### config.mk
export PLATFORM = sky130hd
export DESIGN_NAME = bitmap_priority_ready_queue
export DESIGN_NICKNAME = d
export VERILOG_FILES = /design/src/rtl/rpq_pkg.sv /design/src/rtl/rpq_head_enc.sv /design/src/rtl/rpq_state.sv /design/src/rtl/bitmap_priority_ready_queue.sv
export SDC_FILE = /design/constraint.sdc
export NUM_CORES = 2
export LEC_CHECK = 0
export ABC_AREA = 0
export BUFFER_PORTS_ARGS = -buffer_cell sky130_fd_sc_hd__buf_2
export CAP_MARGIN = 20
export CORE_MARGIN = 2
export CORE_UTILIZATION = 45
export CTS_CLUSTER_SIZE = 40
export DETAILED_ROUTE_END_ITERATION = 16
export HOLD_SLACK_MARGIN = 0.03
export SYNTH_ARGS = -nofsm -noshare
export SYNTH_HDL_FRONTEND = slang
export SYNTH_SLANG_ARGS = --single-unit
### constraint.sdc
create_clock -name clk -period 22.1 [get_ports clk]
set_input_delay 1.105 -clock clk [delete_from_list [all_inputs] [get_ports clk]]
set_output_delay 1.105 -clock clk [all_outputs]
set_load 0.01 [all_outputs]
### src/rtl/rpq_pkg.sv
// Shared types and constants for the bitmap priority ready queue.
// Used by every module of the block; depends on nothing.
`timescale 1ns / 1ps
`default_nettype none

package rpq_pkg;

	localparam int PRIO_LEVELS    = 16;
	localparam int MAX_TASK_COUNT = 32;
	localparam int LVL_W          = $clog2(PRIO_LEVELS);
	localparam int TASK_W         = $clog2(MAX_TASK_COUNT);

	typedef logic [TASK_W-1:0] task_t;
	typedef logic [LVL_W-1:0]  lvl_t;

	typedef task_t [PRIO_LEVELS-1:0]    lvl_tasks_t;
	typedef task_t [MAX_TASK_COUNT-1:0] task_links_t;
	typedef lvl_t  [MAX_TASK_COUNT-1:0] task_lvls_t;

	typedef enum logic [1:0] {
		OP_INSERT   = 2'd0,
		OP_REMOVE   = 2'd1,
		OP_RELOCATE = 2'd2,
		OP_QUERY    = 2'd3
	} op_t;

	typedef enum logic [1:0] {
		ST_OK         = 2'd0,
		ST_QUEUED     = 2'd1,
		ST_NOT_QUEUED = 2'd2
	} status_t;

	typedef struct packed {
		op_t   op;
		logic  tid_ok;
		task_t tid;
		lvl_t  lvl;
	} req_t;

	typedef struct packed {
		logic  valid;
		task_t tid;
	} head_t;

endpackage

`default_nettype wire

### src/rtl/rpq_head_enc.sv
// Priority encoder: head task of the lowest-numbered non-empty level.
// Depends on rpq_pkg.
`timescale 1ns / 1ps
`default_nettype none

module rpq_head_enc (
	input  wire logic [rpq_pkg::PRIO_LEVELS-1:0] nonempty,
	input  wire rpq_pkg::lvl_tasks_t             heads,
	output rpq_pkg::head_t                       head
);

	always_comb begin
		head = '0;
		for (int i = rpq_pkg::PRIO_LEVELS - 1; i >= 0; i--) begin
			if (nonempty[i]) begin
				head.valid = 1'b1;
				head.tid   = heads[i];
			end
		end
	end

endmodule

`default_nettype wire

### src/rtl/rpq_state.sv
// Queue state: level bitmap, queued flags and per-level linked lists,
// with the single-pass unlink and tail-link update. Depends on rpq_pkg.
`timescale 1ns / 1ps
`default_nettype none

module rpq_state (
	input  wire logic                            clk,
	input  wire logic                            arst_n,
	input  wire logic                            en,
	input  wire rpq_pkg::req_t                   req,
	output logic [rpq_pkg::PRIO_LEVELS-1:0]      n_nonempty,
	output rpq_pkg::lvl_tasks_t                  n_head,
	output rpq_pkg::status_t                     status
);

	logic [rpq_pkg::PRIO_LEVELS-1:0]    nonempty_q;
	logic [rpq_pkg::MAX_TASK_COUNT-1:0] queued_q;
	rpq_pkg::lvl_tasks_t                head_q;
	rpq_pkg::lvl_tasks_t                tail_q;
	rpq_pkg::task_links_t               next_q;
	rpq_pkg::task_links_t               prev_q;
	rpq_pkg::task_lvls_t                lvl_q;

	logic [rpq_pkg::MAX_TASK_COUNT-1:0] n_queued;
	rpq_pkg::lvl_tasks_t                n_tail;
	rpq_pkg::task_links_t               n_next;
	rpq_pkg::task_links_t               n_prev;
	rpq_pkg::task_lvls_t                n_lvl;

	logic          do_unlink;
	logic          do_link;
	logic          is_head;
	logic          is_tail;
	rpq_pkg::lvl_t old_lvl;

	assign old_lvl = lvl_q[req.tid];
	assign is_head = (head_q[old_lvl] == req.tid);
	assign is_tail = (tail_q[old_lvl] == req.tid);

	always_comb begin
		status    = rpq_pkg::ST_OK;
		do_unlink = 1'b0;
		do_link   = 1'b0;
		if (req.op != rpq_pkg::OP_QUERY) begin
			if (!req.tid_ok) begin
				status = rpq_pkg::ST_NOT_QUEUED;
			end else if (req.op == rpq_pkg::OP_INSERT) begin
				if (queued_q[req.tid]) begin
					status = rpq_pkg::ST_QUEUED;
				end else begin
					do_link = 1'b1;
				end
			end else if (!queued_q[req.tid]) begin
				status = rpq_pkg::ST_NOT_QUEUED;
			end else begin
				do_unlink = 1'b1;
				do_link   = (req.op == rpq_pkg::OP_RELOCATE);
			end
		end
	end

	always_comb begin
		n_nonempty = nonempty_q;
		n_queued   = queued_q;
		n_head     = head_q;
		n_tail     = tail_q;
		n_next     = next_q;
		n_prev     = prev_q;
		n_lvl      = lvl_q;
		// unlink from the current level
		if (do_unlink) begin
			priority if (is_head && is_tail) begin
				n_nonempty[old_lvl] = 1'b0;
			end else if (is_head) begin
				n_head[old_lvl] = next_q[req.tid];
			end else if (is_tail) begin
				n_tail[old_lvl] = prev_q[req.tid];
			end else begin
				n_next[prev_q[req.tid]] = next_q[req.tid];
				n_prev[next_q[req.tid]] = prev_q[req.tid];
			end
			n_queued[req.tid] = 1'b0;
		end
		// append at the tail of the requested level
		if (do_link) begin
			if (n_nonempty[req.lvl]) begin
				n_next[n_tail[req.lvl]] = req.tid;
				n_prev[req.tid]         = n_tail[req.lvl];
				n_tail[req.lvl]         = req.tid;
			end else begin
				n_head[req.lvl]     = req.tid;
				n_tail[req.lvl]     = req.tid;
				n_nonempty[req.lvl] = 1'b1;
			end
			n_lvl[req.tid]    = req.lvl;
			n_queued[req.tid] = 1'b1;
		end
	end

	always_ff @(posedge clk or negedge arst_n) begin
		if (!arst_n) begin
			nonempty_q <= '0;
			queued_q   <= '0;
		end else if (en) begin
			nonempty_q <= n_nonempty;
			queued_q   <= n_queued;
		end
	end

	always_ff @(posedge clk) begin
		if (en) begin
			head_q <= n_head;
			tail_q <= n_tail;
			next_q <= n_next;
			prev_q <= n_prev;
			lvl_q  <= n_lvl;
		end
	end

endmodule

`default_nettype wire

### src/rtl/bitmap_priority_ready_queue.sv
// Bitmap priority ready queue: 16 FIFO levels of 32 task ids.
// Pipeline: a transaction is captured in the input register, then its result in the
// result register once that register is free. Throughput: one transaction per cycle
// while results are taken, set by the single-pass list update between the two registers.
// Reset: asynchronous; all levels empty, no task queued, both stages empty.
// Depends on rpq_pkg, rpq_state and rpq_head_enc.
`timescale 1ns / 1ps
`default_nettype none

module bitmap_priority_ready_queue (
	input  wire logic       clk,
	input  wire logic       arst_n,
	input  wire logic       req_valid,
	output logic            req_ready,
	input  wire logic [1:0] opcode,
	input  wire logic [4:0] task_id,
	input  wire logic [3:0] priority_req,
	output logic            res_valid,
	input  wire logic       res_ready,
	output logic            head_valid,
	output logic [4:0]      head_task,
	output logic [1:0]      status
);

	logic                            valid_s1;
	rpq_pkg::req_t                   req_s1;
	rpq_pkg::req_t                   req_in;
	logic                            advance;
	logic                            res_valid_q;
	rpq_pkg::head_t                  head_q;
	rpq_pkg::status_t                status_q;
	rpq_pkg::status_t                n_status;
	logic [rpq_pkg::PRIO_LEVELS-1:0] n_nonempty;
	rpq_pkg::lvl_tasks_t             n_head;
	rpq_pkg::head_t                  n_head_sel;

	assign advance   = valid_s1 && (!res_valid_q || res_ready);
	assign req_ready = !valid_s1 || advance;

	always_comb begin
		req_in.op     = rpq_pkg::op_t'(opcode);
		req_in.tid_ok = (32'(task_id) < 32'(rpq_pkg::MAX_TASK_COUNT));
		req_in.tid    = rpq_pkg::TASK_W'(task_id);
		if (32'(priority_req) >= 32'(rpq_pkg::PRIO_LEVELS)) begin
			req_in.lvl = rpq_pkg::LVL_W'(rpq_pkg::PRIO_LEVELS - 1);
		end else begin
			req_in.lvl = rpq_pkg::LVL_W'(priority_req);
		end
	end

	always_ff @(posedge clk or negedge arst_n) begin
		if (!arst_n) begin
			valid_s1 <= 1'b0;
		end else if (req_ready) begin
			valid_s1 <= req_valid;
		end
	end

	always_ff @(posedge clk) begin
		if (req_ready && req_valid) begin
			req_s1 <= req_in;
		end
	end

	rpq_state u_state (
		.clk        (clk),
		.arst_n     (arst_n),
		.en         (advance),
		.req        (req_s1),
		.n_nonempty (n_nonempty),
		.n_head     (n_head),
		.status     (n_status)
	);

	rpq_head_enc u_head_enc (
		.nonempty (n_nonempty),
		.heads    (n_head),
		.head     (n_head_sel)
	);

	always_ff @(posedge clk or negedge arst_n) begin
		if (!arst_n) begin
			res_valid_q <= 1'b0;
		end else if (advance) begin
			res_valid_q <= 1'b1;
		end else if (res_ready) begin
			res_valid_q <= 1'b0;
		end
	end

	always_ff @(posedge clk) begin
		if (advance) begin
			head_q   <= n_head_sel;
			status_q <= n_status;
		end
	end

	assign res_valid  = res_valid_q;
	assign head_valid = head_q.valid;
	assign head_task  = 5'(head_q.tid);
	assign status     = 2'(status_q);

endmodule

`default_nettype wire

# After elaboration in Yosys (flattened, before gate mapping)

Index checks and enable logic that the tools add are counted.

Bits in registers: 677
Input bits: 15
Output and inout port bits: 10
Logic and storage cells: 279

Magnitude comparators: 12
Eq/ne operators: 4
Multiplexer cells: 101
Bitwise logic cells: 6
Reduce and logical (&&, ||, !) cells: 17

Operators with widths:

| operator                                                              | number |
|---|---|
| 160-bit two-way mux                                                   | 12 |
| 80-bit two-way mux                                                    | 10 |
| 160-bit bitwise mux                                                   | 4 |
| 80-bit bitwise mux                                                    | 4 |
| 5-bit two-way mux                                                     | 26 |
| 128-bit bitwise mux                                                   | 1 |
| 5-bit demux with 5-bit select                                         | 4 |
| 16-bit two-way mux                                                    | 4 |
| 32-bit two-way mux                                                    | 2 |
| 5-bit binary-select mux with 4-bit select                             | 3 |
| 5-bit binary-select mux with 5-bit select                             | 2 |
| 5-bit demux with 4-bit select                                         | 2 |
| 32-bit AND                                                            | 1 |
| 32-bit inverter                                                       | 1 |
| 32-bit OR                                                             | 1 |
| 5-bit by 6-bit < comparator with 1-bit output, second input constant  | 4 |
| 4-bit binary-select mux with 5-bit select                             | 1 |
| 4-bit demux with 5-bit select                                         | 1 |
| 5-bit by 1-bit >= comparator with 1-bit output, second input constant | 4 |
| 16-bit AND                                                            | 1 |
| 16-bit inverter                                                       | 1 |
| 16-bit OR                                                             | 1 |
| 1-bit two-way mux                                                     | 15 |
| 15-bit OR reduction                                                   | 1 |
| 18 further kinds                                                      | 34 |

# Depth between registers and ports, before layout

Word-level depth: 30
Depth in mapped cells: 27
Mapped depth without buffers: 17

# Hierarchy

Synthesis repeated with hierarchy kept, for this count alone.

Cells, all modules: 3603
Area total of the unflattened synthesis: 40659.0 µm²

By module, submodules not included:

| module                      | instances | cells an instance | area an instance (µm²) | sequential area each (µm²) |
|---|---|---|---|---|
| rpq_state                   | 1         | 3448              | 39212.6                | 19458.7 |
| rpq_head_enc                | 1         | 127               | 768.2                  | 0.0 |
| bitmap_priority_ready_queue | 1         | 28                | 678.2                  | 620.6 |

# Worst setup path before layout

OpenSTA, ideal clock, no wires.

Path kind: input -> register
From: input port res_ready
To: register u_state.lvl_q[100] in the netlist's numbering, enable pin
Library setup time: 0.270 ns
Arrival time: 14.553 ns
Required time: 21.830 ns
Path slack: 7.278 ns
Stages: 6
Path buffers: 1
Cells stage by stage: nand2b_1 > nand2_1 > clkinv_1 > nand2_1 > clkbuf_1 > nor2_1

Word-level cells in the longest chain between the ends: 3

RTL lines:

| what                                 | line                              | text |
|---|---|---|
| start: declaration                   | bitmap_priority_ready_queue.sv:19 | `input wire logic res_ready,` |
| 1-bit logical OR                     | bitmap_priority_ready_queue.sv:37 | `assign advance = valid_s1 && (!res_valid_q \|\| res_ready);` |
| 1-bit logical AND                    | bitmap_priority_ready_queue.sv:37 |  |
| net advance                          | bitmap_priority_ready_queue.sv:28 | `logic advance;` |
| 2-bit AND reduction (no source line) | -                                 |  |
| end signal: assignment               | rpq_state.sv:116                  | `lvl_q <= n_lvl;` |
| end: declaration                     | rpq_state.sv:22                   | `rpq_pkg::task_lvls_t lvl_q;` |

The timed path passes the listed nets, and every way through them passes these cells.
A chain may end at the register's enable or synchronous reset.

==> summary.md <==
| Metric | Value |
|---|---|
| Outcome | `complete, no violations` |
| Die width | `306 um` |
| Fmax | `98.0 MHz` |
| DR iter-0 viols | `roughly 3800` |
| Core outline area | `90100 um^2` |
| Req. time, crit path | `22490 ps` |
| Hold crit path type | `reg2reg` |
| Initial antenna violation count | `1` |
| Post-synthesis adder-cell area fraction | `0.0915%` |
| PwrDens | `~85 nW/um^2` |
| Nets | `about 3500` |
| Die Span Y | `around 310 um` |
| First-pass GRT wire length | `201 mm` |
| Post-CTS Setup Bufs | `0` |
| Share of flip-flops with an asynchronous set or reset | `7.39%` |
| Seq cells post-synth | `677` |
| Worst Setup Path Type | `reg2reg` |
| Crit-path max FO | `127` |
| Multiplexer share of the synthesized area | `24.5%` |
| CTS sink count | `677` |
| Pre-CTS setup slack | `around 12000 ps` |
| TNS Setup | `0 ps` |
| Synth Area in XOR/XNOR | `less than 1%` |
| Post-synth EDFFs | `627` |
| Ports | `25` |
| Vias in the first global route | `29917` |
| Final setup viols | `0` |
| Mean routed wirelength per cell | `28.5 um` |
| CTS H-tree lvls | `3` |
| Final worst-path setup slack | `~12000 ps` |
| Sequential cell area fraction in the yosys report | `roughly half` |
| DRC errors left | `0` |
| Slew @ Worst Pin | `1220 ps` |
| DP Wirelength | `86.8 mm` |
| # fillers | `8025` |
| Final Slew Violations | `0` |
| DIE AREA | `93600 um^2` |
| GP Congestion | `0.995` |
| Gr usage total | `around 28%` |
| Yosys top cell area share | `45.9%` |
| Worst vdd ir | `58.0 uV` |
| Gr ovfl total | `0` |
| Simple-gate share of the synthesized area | `roughly 11%` |
| Synth top area cells | `edfxtp_1 46%, mux2i_1 17%, mux4_2 5.1%, o21ai_0 4.8%, nand2_1 4.1%` |
| Share of layout cells above drive strength 1 | `13.7%` |
| Synthesized cell area | `roughly 41000 um^2` |
| Rel. slew slack | `18.4%` |
| Port Buffers | `24` |
| RSZ-0062 raised after global routing | `no` |
| Drt first pass iters | `7` |
| FP Rows | `110` |
| Fin. Hold Viols | `0` |
| Area delta synth->final | `8.48%` |
| Worst skew pair latency | `670 ps` |
| Routed wire length | `134 mm` |
| Synth Area per Inst | `11.5 um^2` |
| CTS tree | `built` |
| Minimum clock period after layout | `10210 ps` |
| Total CTS buffers | `roughly 80` |
| Arrival time at the worst endpoint | `10600 ps` |
| Top FF cell, synth | `edfxtp_1` |
| Hold_buf cts | `0` |
| Setup Skew | `51.7 ps` |
| Warning count from the yosys run | `0` |
| Clock buffer depth | `3` |
| Fin crit share | `46.2%` |
| Initial core utilization | `a little under half` |
| Cells after synthesis | `between 3000 and 4000` |
| Post-DR vias/cell | `6.56` |
| Synth Net Count | `3598` |
| Number of distinct library cells after synthesis | `slightly below 100` |
| MaxCap Viol Count | `0` |
| Area leader, netlist | `edfxtp_1` |
| Synth Area in Compound Gates | `11.6%` |
| Largest family of logic cells by synthesized area | `multiplexers` |
| Crit path capture type | `flip-flop` |
| Reg clk slew, reported paths | `60 ps` |
| Post-CTS Resized | `0` |
| Root Buffer Master | `clkbuf_16` |
| Vias | `30870` |
| Antenna-violating nets left | `0` |
| Largest net degree at the start of global routing | `approximately 150` |
| Critical Path Source Type | `flip-flop` |
| LEAKAGE | `around 15 nW` |
-- flip-flops by register name (all words and copies together), names as in the netlist, 2 cells and up --
register and count:
u_state.prev_q 160, u_state.queued_q 32, u_state.tail_q 80, head_task 5, u_state.lvl_q 128, u_state.nonempty_q 16, status 2, u_state.next_q 160
u_state.head_q 80, req_s1 11
-- cells by family (layout without fill, tap and decap cells) --
family | Yosys count | after routing
other | 0 | 1
adders and majority gates | 3 | 3
and+or+nand+nor | 961 | 961
xor gates and xnor gates | 9 | 9
buffers and inverters | 318 | 266
AOI/OAI and AO/OA | 737 | 737
muxes | 875 | 875
DFF | 677 | 677
-- synthesized netlist by cell type, types with 7 or more instances --
library cell	count
mux2i_1	693
edfxtp_1	627
nand2_1	453
o21ai_0	395
nor2_1	205
clkbuf_1	187
mux4_2	93
mux2_2	77
a22oi_1	67
nand3_1	59
o22ai_1	51
dfrtp_1	50
buf_2	49
a21oi_1	43
and3_1	30
inv_1	30
o211ai_1	29
nor3_1	27
buf_4	26
nand4_1	26
and2_1	21
or3_1	21
a31oi_1	14
nand3_2	13
nor4_1	13
mux2_1	12
o31ai_1	12
a211oi_1	11
buf_6	11
o2111ai_2	11
nand2b_1	9
a32o_1	8
buf_1	8
nor4_2	8
or2_2	8
o2111ai_1	7
xnor2_1	7
-- through the flow --
| stage | total power [W] | instance area, um^2 | hold slack [ps] | utilization [%] | std cells |
|---|---|---|---|---|---|
| 4_1_cts | 0.00375 | 44500 | 512 | 49.3 | 4701 |
| 3_5_place_dp | 0.00245 | 41900 | 490 | 46.5 | 4561 |
| 2_1_floorplan | 0.00220 | 41000 | 457 | - | 3580 |
| 5_1_grt | 0.00387 | 44500 | 543 | 49.3 | 4704 |
| 3_3_place_gp | 0.00245 | 41900 | 475 | 46.5 | 4561 |
| 6_report | 0.00376 | 44500 | 509 | 49.3 | 4705 |
-- worst max-delay path, stage by stage (launching register included) --
cell      delay (ps)
edfxtp_1         350
buf_4            630
buf_12           700
mux2i_1          300
o22ai_1          120
or4_1            780
nor2_8           180
buf_4            830
mux2i_1          220
a32o_1           260
nor4_2           330
xnor2_2          190
and2_2           930
nand2_1          860
nor2_1           400
a31oi_1          130
a32oi_1          420
a41oi_4          190
buf_4            340
nor2b_1          930
nand3_2          320
mux2_1           390
-- area by class of cell --
| type | count | area, um^2 | share of cell area, % |
|---|---|---|---|
| well taps | 1176 | 1470 | 3.31 |
| multi-input cells | 2585 | 19600 | 44.1 |
| flip-flops and latches | 677 | 20100 | 45.1 |
| clock inverters | 32 | 289 | 0.650 |
| repair buffers | 90 | 676 | 1.52 |
| inverters | 36 | 143 | 0.321 |
| diodes | 1 | 2.50 | 0.00563 |
| clock buffers | 108 | 2230 | 5.01 |
-- where the power goes --
part | switching (W) | internal (W)
combinational | 0.000603 | 0.000255
clock | 0.000558 | 0.000743
sequential | 0.0000686 | 0.00153
total | 0.00123 | 0.00253
-- path summary, 6_finish.rpt --
path | from | endpoint | slack, ps | depth (start not counted)
max | req_s1[5]$_DFFE_PP_ | u_state.next_q[147]$_DFFE_PP_ | 11890 | 21
max reg2reg | req_s1[5]$_DFFE_PP_ | u_state.next_q[147]$_DFFE_PP_ | 11890 | 21
min reg2reg | valid_s1$_DFFE_PN0N_ | res_valid$_DFFE_PN0P_ | 510 | 1
min in group asynchronous | arst_n | u_state.nonempty_q[8]$_DFFE_PN0P_ | 590 | 2
min | valid_s1$_DFFE_PN0N_ | res_valid$_DFFE_PN0P_ | 510 | 1
max in group asynchronous | arst_n | u_state.queued_q[4]$_DFFE_PN0P_ | 20920 | 2
-- layout by cell type (no fill, tap or decap), types with 42 or more instances in the layout --
cell type	synthesis	final
mux4_2	93	93
buf_4	26	59
o22ai_1	51	51
edfxtp_1	627	627
a22oi_1	67	67
clkbuf_16	0	82
mux2i_1	693	693
nand2_1	453	452
a21oi_1	43	42
mux2_2	77	77
nor2_1	205	203
nand3_1	59	59
dfrtp_1	50	50
o21ai_0	395	395
-- routing by layer --
metal	track usage [%]	part of all wire, %	routed length (um)	vias to the layer above
met5	0	0.015	20	-
met2	42.1	44	58700	1694
met4	11.1	4.1	5530	2
li1	-	-	-	13520
met1	40.5	43	57800	15316
met3	5.34	9.0	12100	338
No activity file was read; power rests on OpenSTA's default activity.
